==> src/rtl/fdc_pkg.sv <==
// Shared types and constants for the FIFO block cache directory.
package fdc_pkg;

    localparam int unsigned TAG_W      = 24;
    localparam int unsigned SLOT_W     = 7;
    localparam int unsigned CAP_W      = 8;
    localparam logic [CAP_W-1:0] CAP_RESET = 8'd100;

    localparam logic CMD_GET  = 1'b0;
    localparam logic CMD_READ = 1'b1;

    typedef struct packed {
        logic             command;
        logic [TAG_W-1:0] block_number;
    } fdc_in_t;

    typedef struct packed {
        logic [SLOT_W-1:0] slot;
        logic              hit;
        logic              fetch;
        logic              write_back;
        logic [TAG_W-1:0]  victim_block;
    } fdc_out_t;

    // One directory entry as kept in memory.
    typedef struct packed {
        logic             loaded;
        logic [TAG_W-1:0] tag;
    } fdc_entry_t;

    typedef enum logic [1:0] {
        ST_IDLE,
        ST_SCAN,
        ST_EVICT,
        ST_FINISH
    } fdc_state_t;

endpackage

==> src/rtl/fdc_ram.sv <==
// Generic single-write, single-read RAM with registered read data.
module fdc_ram #(
    parameter int unsigned WIDTH = 25,
    parameter int unsigned DEPTH = 128
) (
    input  logic                     aclk,
    input  logic                     we,
    input  logic [$clog2(DEPTH)-1:0] waddr,
    input  logic [WIDTH-1:0]         wdata,
    input  logic [$clog2(DEPTH)-1:0] raddr,
    output logic [WIDTH-1:0]         rdata
);

    logic [WIDTH-1:0] mem [DEPTH];

    always_ff @(posedge aclk) begin
        if (we) begin
            mem[waddr] <= wdata;
        end
        rdata <= mem[raddr];
    end

endmodule

==> src/rtl/fifo_block_cache_directory_core.sv <==
// Top level of the FIFO-replacement block buffer cache directory.
//
// Usage:
//   s_valid/s_ready/s_data carry one request (command, block_number).
//   m_valid/m_ready/m_data carry exactly one result per request (slot, hit,
//   fetch, write_back, victim_block). cfg_valid/cfg_ready/cfg_data write the
//   capacity register; cfg_ready is always high, write only while idle.
// Scan:
//   Tags and loaded flags sit in one RAM with a registered read. A request
//   scans the filled slots one per cycle through a two-stage read/compare
//   pipe. A hit ends the scan early; a miss with no free slot goes through
//   an eviction state that reads the victim entry. One request is in flight
//   at a time; s_ready is high only in the idle state.
// Stalls:
//   The result sits in an output register, so the next request is taken
//   while a result waits. A finished lookup holds in its last state until
//   that register is free, and only then updates the RAM.
// Reset:
//   Clears the fill count, the oldest pointer and the handshakes, and loads
//   the capacity register with 100. The RAM is not cleared: only slots
//   below the fill count are ever read.
module fifo_block_cache_directory_core #(
    parameter int unsigned SLOTS = 128
) (
    input  logic             aclk,
    input  logic             aresetn,
    input  logic             s_valid,
    output logic             s_ready,
    input  fdc_pkg::fdc_in_t s_data,
    output logic             m_valid,
    input  logic             m_ready,
    output fdc_pkg::fdc_out_t m_data,
    input  logic             cfg_valid,
    output logic             cfg_ready,
    input  logic [7:0]       cfg_data
);
    import fdc_pkg::*;

    localparam int unsigned AW    = $clog2(SLOTS);
    localparam int unsigned CNT_W = $clog2(SLOTS + 1);
    localparam int unsigned CMP_W = (CNT_W > CAP_W) ? CNT_W : CAP_W;
    localparam int unsigned ENT_W = TAG_W + 1;

    // Control state
    fdc_state_t       state_reg, state_next;
    logic [CAP_W-1:0] cap_reg, cap_next;
    logic [CNT_W-1:0] filled_reg, filled_next;
    logic [AW-1:0]    oldest_reg, oldest_next;
    logic [CNT_W-1:0] idx_reg, idx_next;        // next scan address to issue
    logic             cmp_vld_reg, cmp_vld_next;
    logic [AW-1:0]    cmp_idx_reg, cmp_idx_next;
    logic             m_valid_reg, m_valid_next;

    // Request context (payload, no reset)
    logic             cmd_reg, cmd_next;
    logic [TAG_W-1:0] blk_reg, blk_next;
    logic [AW-1:0]    slot_reg, slot_next;
    logic             hit_reg, hit_next;
    logic             evict_reg, evict_next;
    logic             old_ld_reg, old_ld_next;
    logic [TAG_W-1:0] old_tag_reg, old_tag_next;
    fdc_out_t         out_reg, out_next;

    // RAM port
    logic             ram_we;
    logic [AW-1:0]    ram_waddr, ram_raddr;
    fdc_entry_t       ram_wdata, ram_rdata;

    // Decode helpers
    logic [CMP_W-1:0] cap_ext, eff_cap;
    logic             issue, match, scan_miss, has_room, out_free;
    logic [AW-1:0]    victim_idx;
    logic [CNT_W-1:0] victim_inc;
    logic             new_loaded, fetch_bit, wb_bit;

    fdc_ram #(
        .WIDTH (ENT_W),
        .DEPTH (SLOTS)
    ) u_dir_ram (
        .aclk  (aclk),
        .we    (ram_we),
        .waddr (ram_waddr),
        .wdata (ram_wdata),
        .raddr (ram_raddr),
        .rdata (ram_rdata)
    );

    assign s_ready   = (state_reg == ST_IDLE);
    assign cfg_ready = 1'b1;
    assign m_valid   = m_valid_reg;
    assign m_data    = out_reg;

    // Capacity clamped into 1..SLOTS
    always_comb begin
        cap_ext = CMP_W'(cap_reg);
        if (cap_ext == '0) begin
            eff_cap = CMP_W'(1);
        end else if (cap_ext > CMP_W'(SLOTS)) begin
            eff_cap = CMP_W'(SLOTS);
        end else begin
            eff_cap = cap_ext;
        end
    end

    // Scan pipe: issue address idx, compare in the cycle after
    assign issue     = (idx_reg < filled_reg);
    assign match     = cmp_vld_reg && (ram_rdata.tag == blk_reg);
    assign scan_miss = !issue && !cmp_vld_reg;
    assign has_room  = (CMP_W'(filled_reg) < eff_cap);
    assign out_free  = !m_valid_reg || m_ready;

    // Oldest slot wrapped into the filled range, and its successor
    always_comb begin
        victim_idx = (CNT_W'(oldest_reg) >= filled_reg) ? '0 : oldest_reg;
        victim_inc = CNT_W'(victim_idx) + CNT_W'(1);
    end

    // Next state
    always_comb begin
        state_next = state_reg;
        case (state_reg)
            ST_IDLE: begin
                if (s_valid) begin
                    state_next = ST_SCAN;
                end
            end
            ST_SCAN: begin
                if (match) begin
                    state_next = ST_FINISH;
                end else if (scan_miss) begin
                    state_next = has_room ? ST_FINISH : ST_EVICT;
                end
            end
            ST_EVICT: begin
                state_next = ST_FINISH;
            end
            ST_FINISH: begin
                if (out_free) begin
                    state_next = ST_IDLE;
                end
            end
            default: begin
                state_next = ST_IDLE;
            end
        endcase
    end

    // Result bits for the entry being finished
    always_comb begin
        if (hit_reg) begin
            fetch_bit  = (cmd_reg == CMD_READ) && !old_ld_reg;
            new_loaded = old_ld_reg || (cmd_reg == CMD_READ);
            wb_bit     = 1'b0;
        end else begin
            fetch_bit  = (cmd_reg == CMD_READ);
            new_loaded = (cmd_reg == CMD_READ);
            wb_bit     = evict_reg && old_ld_reg;
        end
    end

    // Datapath and outputs
    always_comb begin
        cap_next     = cap_reg;
        filled_next  = filled_reg;
        oldest_next  = oldest_reg;
        idx_next     = idx_reg;
        cmp_vld_next = 1'b0;
        cmp_idx_next = cmp_idx_reg;
        m_valid_next = m_valid_reg;
        cmd_next     = cmd_reg;
        blk_next     = blk_reg;
        slot_next    = slot_reg;
        hit_next     = hit_reg;
        evict_next   = evict_reg;
        old_ld_next  = old_ld_reg;
        old_tag_next = old_tag_reg;
        out_next     = out_reg;
        ram_we       = 1'b0;
        ram_waddr    = slot_reg;
        ram_wdata    = '{loaded: new_loaded, tag: blk_reg};
        ram_raddr    = idx_reg[AW-1:0];

        if (cfg_valid) begin
            cap_next = cfg_data;
        end

        if (m_valid_reg && m_ready) begin
            m_valid_next = 1'b0;
        end

        case (state_reg)
            ST_IDLE: begin
                if (s_valid) begin
                    cmd_next = s_data.command;
                    blk_next = s_data.block_number;
                    idx_next = '0;
                end
            end
            ST_SCAN: begin
                if (issue) begin
                    idx_next     = idx_reg + CNT_W'(1);
                    cmp_vld_next = 1'b1;
                    cmp_idx_next = idx_reg[AW-1:0];
                end
                if (match) begin
                    slot_next   = cmp_idx_reg;
                    hit_next    = 1'b1;
                    evict_next  = 1'b0;
                    old_ld_next = ram_rdata.loaded;
                end else if (scan_miss) begin
                    hit_next    = 1'b0;
                    old_ld_next = 1'b0;
                    if (has_room) begin
                        slot_next   = filled_reg[AW-1:0];
                        filled_next = filled_reg + CNT_W'(1);
                        evict_next  = 1'b0;
                    end else begin
                        // Oldest-first eviction: read the victim entry
                        slot_next   = victim_idx;
                        ram_raddr   = victim_idx;
                        evict_next  = 1'b1;
                        oldest_next = (victim_inc >= filled_reg) ? '0
                                                                 : victim_inc[AW-1:0];
                    end
                end
            end
            ST_EVICT: begin
                old_ld_next  = ram_rdata.loaded;
                old_tag_next = ram_rdata.tag;
            end
            ST_FINISH: begin
                if (out_free) begin
                    ram_we                = 1'b1;
                    m_valid_next          = 1'b1;
                    out_next.slot         = SLOT_W'(slot_reg);
                    out_next.hit          = hit_reg;
                    out_next.fetch        = fetch_bit;
                    out_next.write_back   = wb_bit;
                    out_next.victim_block = wb_bit ? old_tag_reg : '0;
                end
            end
            default: begin
            end
        endcase
    end

    always_ff @(posedge aclk) begin
        if (!aresetn) begin
            state_reg   <= ST_IDLE;
            cap_reg     <= CAP_RESET;
            filled_reg  <= '0;
            oldest_reg  <= '0;
            idx_reg     <= '0;
            cmp_vld_reg <= 1'b0;
            m_valid_reg <= 1'b0;
        end else begin
            state_reg   <= state_next;
            cap_reg     <= cap_next;
            filled_reg  <= filled_next;
            oldest_reg  <= oldest_next;
            idx_reg     <= idx_next;
            cmp_vld_reg <= cmp_vld_next;
            m_valid_reg <= m_valid_next;
        end
        cmp_idx_reg <= cmp_idx_next;
        cmd_reg     <= cmd_next;
        blk_reg     <= blk_next;
        slot_reg    <= slot_next;
        hit_reg     <= hit_next;
        evict_reg   <= evict_next;
        old_ld_reg  <= old_ld_next;
        old_tag_reg <= old_tag_next;
        out_reg     <= out_next;
    end

`ifndef SYNTHESIS
    // Fill count never passes the slot count
    a_fill_bound: assert property (@(posedge aclk) disable iff (!aresetn)
        filled_reg <= CNT_W'(SLOTS))
        else $error("fill count above slot count");

    // Fill count only ever steps up by one
    a_fill_step: assert property (@(posedge aclk) disable iff (!aresetn)
        (filled_reg != $past(filled_reg)) |->
        (filled_reg == $past(filled_reg) + CNT_W'(1)))
        else $error("fill count jumped");

    // A hit never reports a write-back
    a_hit_no_wb: assert property (@(posedge aclk) disable iff (!aresetn)
        m_valid_reg |-> !(out_reg.hit && out_reg.write_back))
        else $error("write-back flagged on a hit");

    // RAM is written only when a result is loaded into the output register
    a_we_result: assert property (@(posedge aclk) disable iff (!aresetn)
        ram_we |=> m_valid_reg)
        else $error("directory update without a result");
`endif

endmodule

==> config.mk <==
export PLATFORM = sky130hd
export DESIGN_NAME = fifo_block_cache_directory_core
export DESIGN_NICKNAME = d
export VERILOG_FILES = /design/src/rtl/fdc_pkg.sv /design/src/rtl/fdc_ram.sv /design/src/rtl/fifo_block_cache_directory_core.sv
export SDC_FILE = /design/constraint.sdc
export NUM_CORES = 2
export LEC_CHECK = 0
export BUFFER_PORTS_ARGS = -buffer_cell sky130_fd_sc_hd__buf_2
export CAP_MARGIN = 15
export CELL_PAD_IN_SITES_DETAIL_PLACEMENT = 1
export CELL_PAD_IN_SITES_GLOBAL_PLACEMENT = 1
export CORE_MARGIN = 8
export CORE_UTILIZATION = 40
export CTS_CLUSTER_DIAMETER = 50
export CTS_CLUSTER_SIZE = 10
export DETAILED_ROUTE_END_ITERATION = 10
export PLACE_DENSITY_LB_ADDON = 0.1
export SYNTH_ARGS = -nofsm -noshare
export SYNTH_HDL_FRONTEND = slang
export SYNTH_HIERARCHICAL = 1
export SYNTH_SLANG_ARGS = --single-unit
export TNS_END_PERCENT = 30
==> constraint.sdc <==
create_clock -name aclk -period 5.55 [get_ports aclk]
set_clock_uncertainty 0.15 [all_clocks]
set_input_delay 0.2775 -clock aclk [delete_from_list [all_inputs] [get_ports aclk]]
set_output_delay 0.2775 -clock aclk [all_outputs]
set_load 0.01 [all_outputs]
==> metrics.yaml <==
cts_max_level: 5
final_area_um2: 152100
avgRoutedWirePerCell_um: 37.18
coreArea_um2: 320400
synthDistinctLibCells: 57
clk_pin_slew_ns: 0.05
via_per_inst: 5.872
critPathCaptureType: "flip-flop"
ios: 75
synth_flop_cell: "edfxtp_1"
cp_top_family: "multiplexers"
utilization: 0.4749
largest_reg_flops: 3200
startpoint_type: "flip-flop"
grt_pass1_vias: 64300
ys_ff_latch: 3360
synth_area_um2: 128500
hold_path_class: "input port to flip-flop"
critPathArrivalTime_ns: 6.10
ys_seq_area_frac: 0.7805
io_buffers: 73
dr.pass1.iters: 5
grt_antenna_before_repair: 49
drive_gt1_frac: 0.3623
cp_max_fo: 15
finalWirelength_um: 391200
synth_area_leaders: "edfxtp_1 77%, mux4_2 18%, dfxtp_1 0.93%"
cpMostUsedCell: "mux4_2"
grt_overflow: 0
place_hpwl_um: 232300
die_h_um: 582.8
dieWidth_um: 582.8
postRouteAntennaNets: 0
initial_utilization: 0.4011
critPathRequiredTime_ns: 6.23
numPlacedInstances: 9702
clk_path_buf_depth: 4
maxCapViolations: 0
crit_slowest_cell: "mux4_2"
leakagePower_nw: 46.07
finalHoldViolCount: 0
cts_tree: "done"
grt_pass1_wl_um: 534900
criticalPathCategory: "flip-flop to flip-flop"
clock_latency_ns: 0.96
tns_ns: 0
placed_cell_area_um2: 137800
synthCells: 5218
place.gp.congestion: 0.8010
slowest_delay_ns: 0.66
drtIter0Drc: 6821
nNetsFinal: 5992
power_density_nw_per_um2: 415.7
syn-mean-instance-area_um2: 24.63
rows: 208
slew_violations: 0
relSlewSlack: 0.2038
drc_errors: 0
path_buf_inv: 5
grt_util_all_layers: 0.2260
period_share: 0.9755
die_area_um2: 339600
yosysTopAreaCellShare: 0.7712
cts_root_buf: "clkbuf_16"
fin_crit_ns: 5.414
synth_largest_area_cell: "edfxtp_1"
cts_made_buffers: 426
vias: 61780
yosysWarnings: 6
top_register: "u_dir_ram/mem"
areaGrowthSynthToFinish_pct: 18.39
fmax_ghz: 0.1847
grt_max_degree: 129
worst_pin_slew_ns: 1.191
peakVddDrop_uv: 281.2
synth_edf_count: 3300
crit_chain: "inv_2 > nand2_1 > ha_1 > inv_1 > a221o_1 > a221oi_1 > or3_1 > nand3_2 > mux2_8 > buf_12 > buf_16 > buf_4 > mux4_2 > mux4_2 > mux4_2 > mux2_2"
synth_fp_nets: 5292
fillers: 27890
finalNonFillerCells: 10520
synthArstFlopShare: 0
power.total_mw: 63.24
cts_sinks: 3360
rsz0062_at_grt: "no"
setup_viol: 0
status: "complete, no violations"
==> routing by layer <==
layer,wire length [um],vias up,track usage
li1,-,24050,-
met1,169300,34960,0.3283
met2,183000,2337,0.3559
met3,31890,421,0.05179
met4,6933,8,0.04159
met5,56,-,0
==> path summary, 6_finish.rpt <==
kind              startpoint                  to  slack, ns  cells past startpoint
max               cap_ext[7]  u_dir_ram/rdata[9]       0.14                     16
min reg2reg  old_tag_reg[10]          m_data[10]       0.38                      1
max reg2reg       cap_ext[7]  u_dir_ram/rdata[9]       0.14                     16
min                cfg_valid          cap_ext[7]       0.16                      4
==> repair_timing <==
action	in CTS	in global routing
gates resized for setup	0	8
hold endpoints to repair	55	0
endpoints found under the setup margin	0	8
setup buffers	0	6
hold buffers	82	0
==> synth_stat cells, types with 6 or more instances <==
cell type,instances
a21oi_1,21
a31oi_1,7
a32o_1,6
and2_1,28
buf_1,29
buf_2,91
clkbuf_1,141
dfxtp_1,60
edfxtp_1,3300
ha_1,36
inv_1,28
mux2_2,29
mux2i_1,23
mux4_2,1050
nand2_1,41
nand3_1,22
nand4_1,10
nor2_1,158
nor2b_1,9
nor3_1,12
nor4_1,6
o21ai_0,9
o31ai_1,6
or3_1,6
xnor2_1,17
xor2_1,12
==> where the power goes <==
group | total [mW] | switching (mW) | internal (mW)
combinational | 7.29 | 4.55 | 2.74
sequential | 29.8 | 0.360 | 29.4
clock | 26.2 | 10.4 | 15.8
total | 63.2 | 15.3 | 47.9
==> metrics by stage <==
stage	setup slack, ns	hold WS (ns)
final	0.1359	0.1650
after global routing	0.03513	0.1376
after CTS	0.04690	0.07256
after detailed placement	0.08806	0.3097
after global placement	0.04922	0.3055
after floorplan	0.4029	0.2264
==> layout make-up <==
type | instances | area (um^2) | share of cell area
Inverter | 28 | 105.1 | 0.0006909
Tap cell | 4305 | 5386 | 0.03541
Multi-Input combinational cell | 1564 | 28010 | 0.1841
Timing Repair Buffer | 538 | 5060 | 0.03326
Sequential cell | 3360 | 100300 | 0.6593
Clock inverter | 159 | 1807 | 0.01188
Clock buffer | 544 | 11410 | 0.07498
Antenna cell | 23 | 57.56 | 0.0003783
==> placed cells by master, fill, tap and decap left out, drive strengths merged, types with 28 or more instances in the layout <==
cell type and n:
and2 28, buf 453, bufinv 30, clkbuf 547
clkinv 113, dfxtp 60, dlygate4sd3 82, edfxtp 3300
ha 36, inv 35, mux2 33, mux4 1050
nand2 41, nor2 158
==> cells by family after synthesis <==
group           count (synthesis)  share of synthesized area
buf+inv                       295                   0.009766
compound gates                 77                   0.004129
fa+ha+maj                      36                   0.003505
simple gates                  315                    0.01136
mux                          1105                     0.1887
other cells                     1                 0.00002918
xor+xnor                       29                   0.001977
flops                        3360                     0.7805
==> worst min-delay path, cell delays in order <==
cell and delay, ns:
buf_2 0.18, mux2i_1 0.16, dlygate4sd3_1 0.56, nor2_1 0.04
Note: power is estimated with default switching activity, not from simulation.
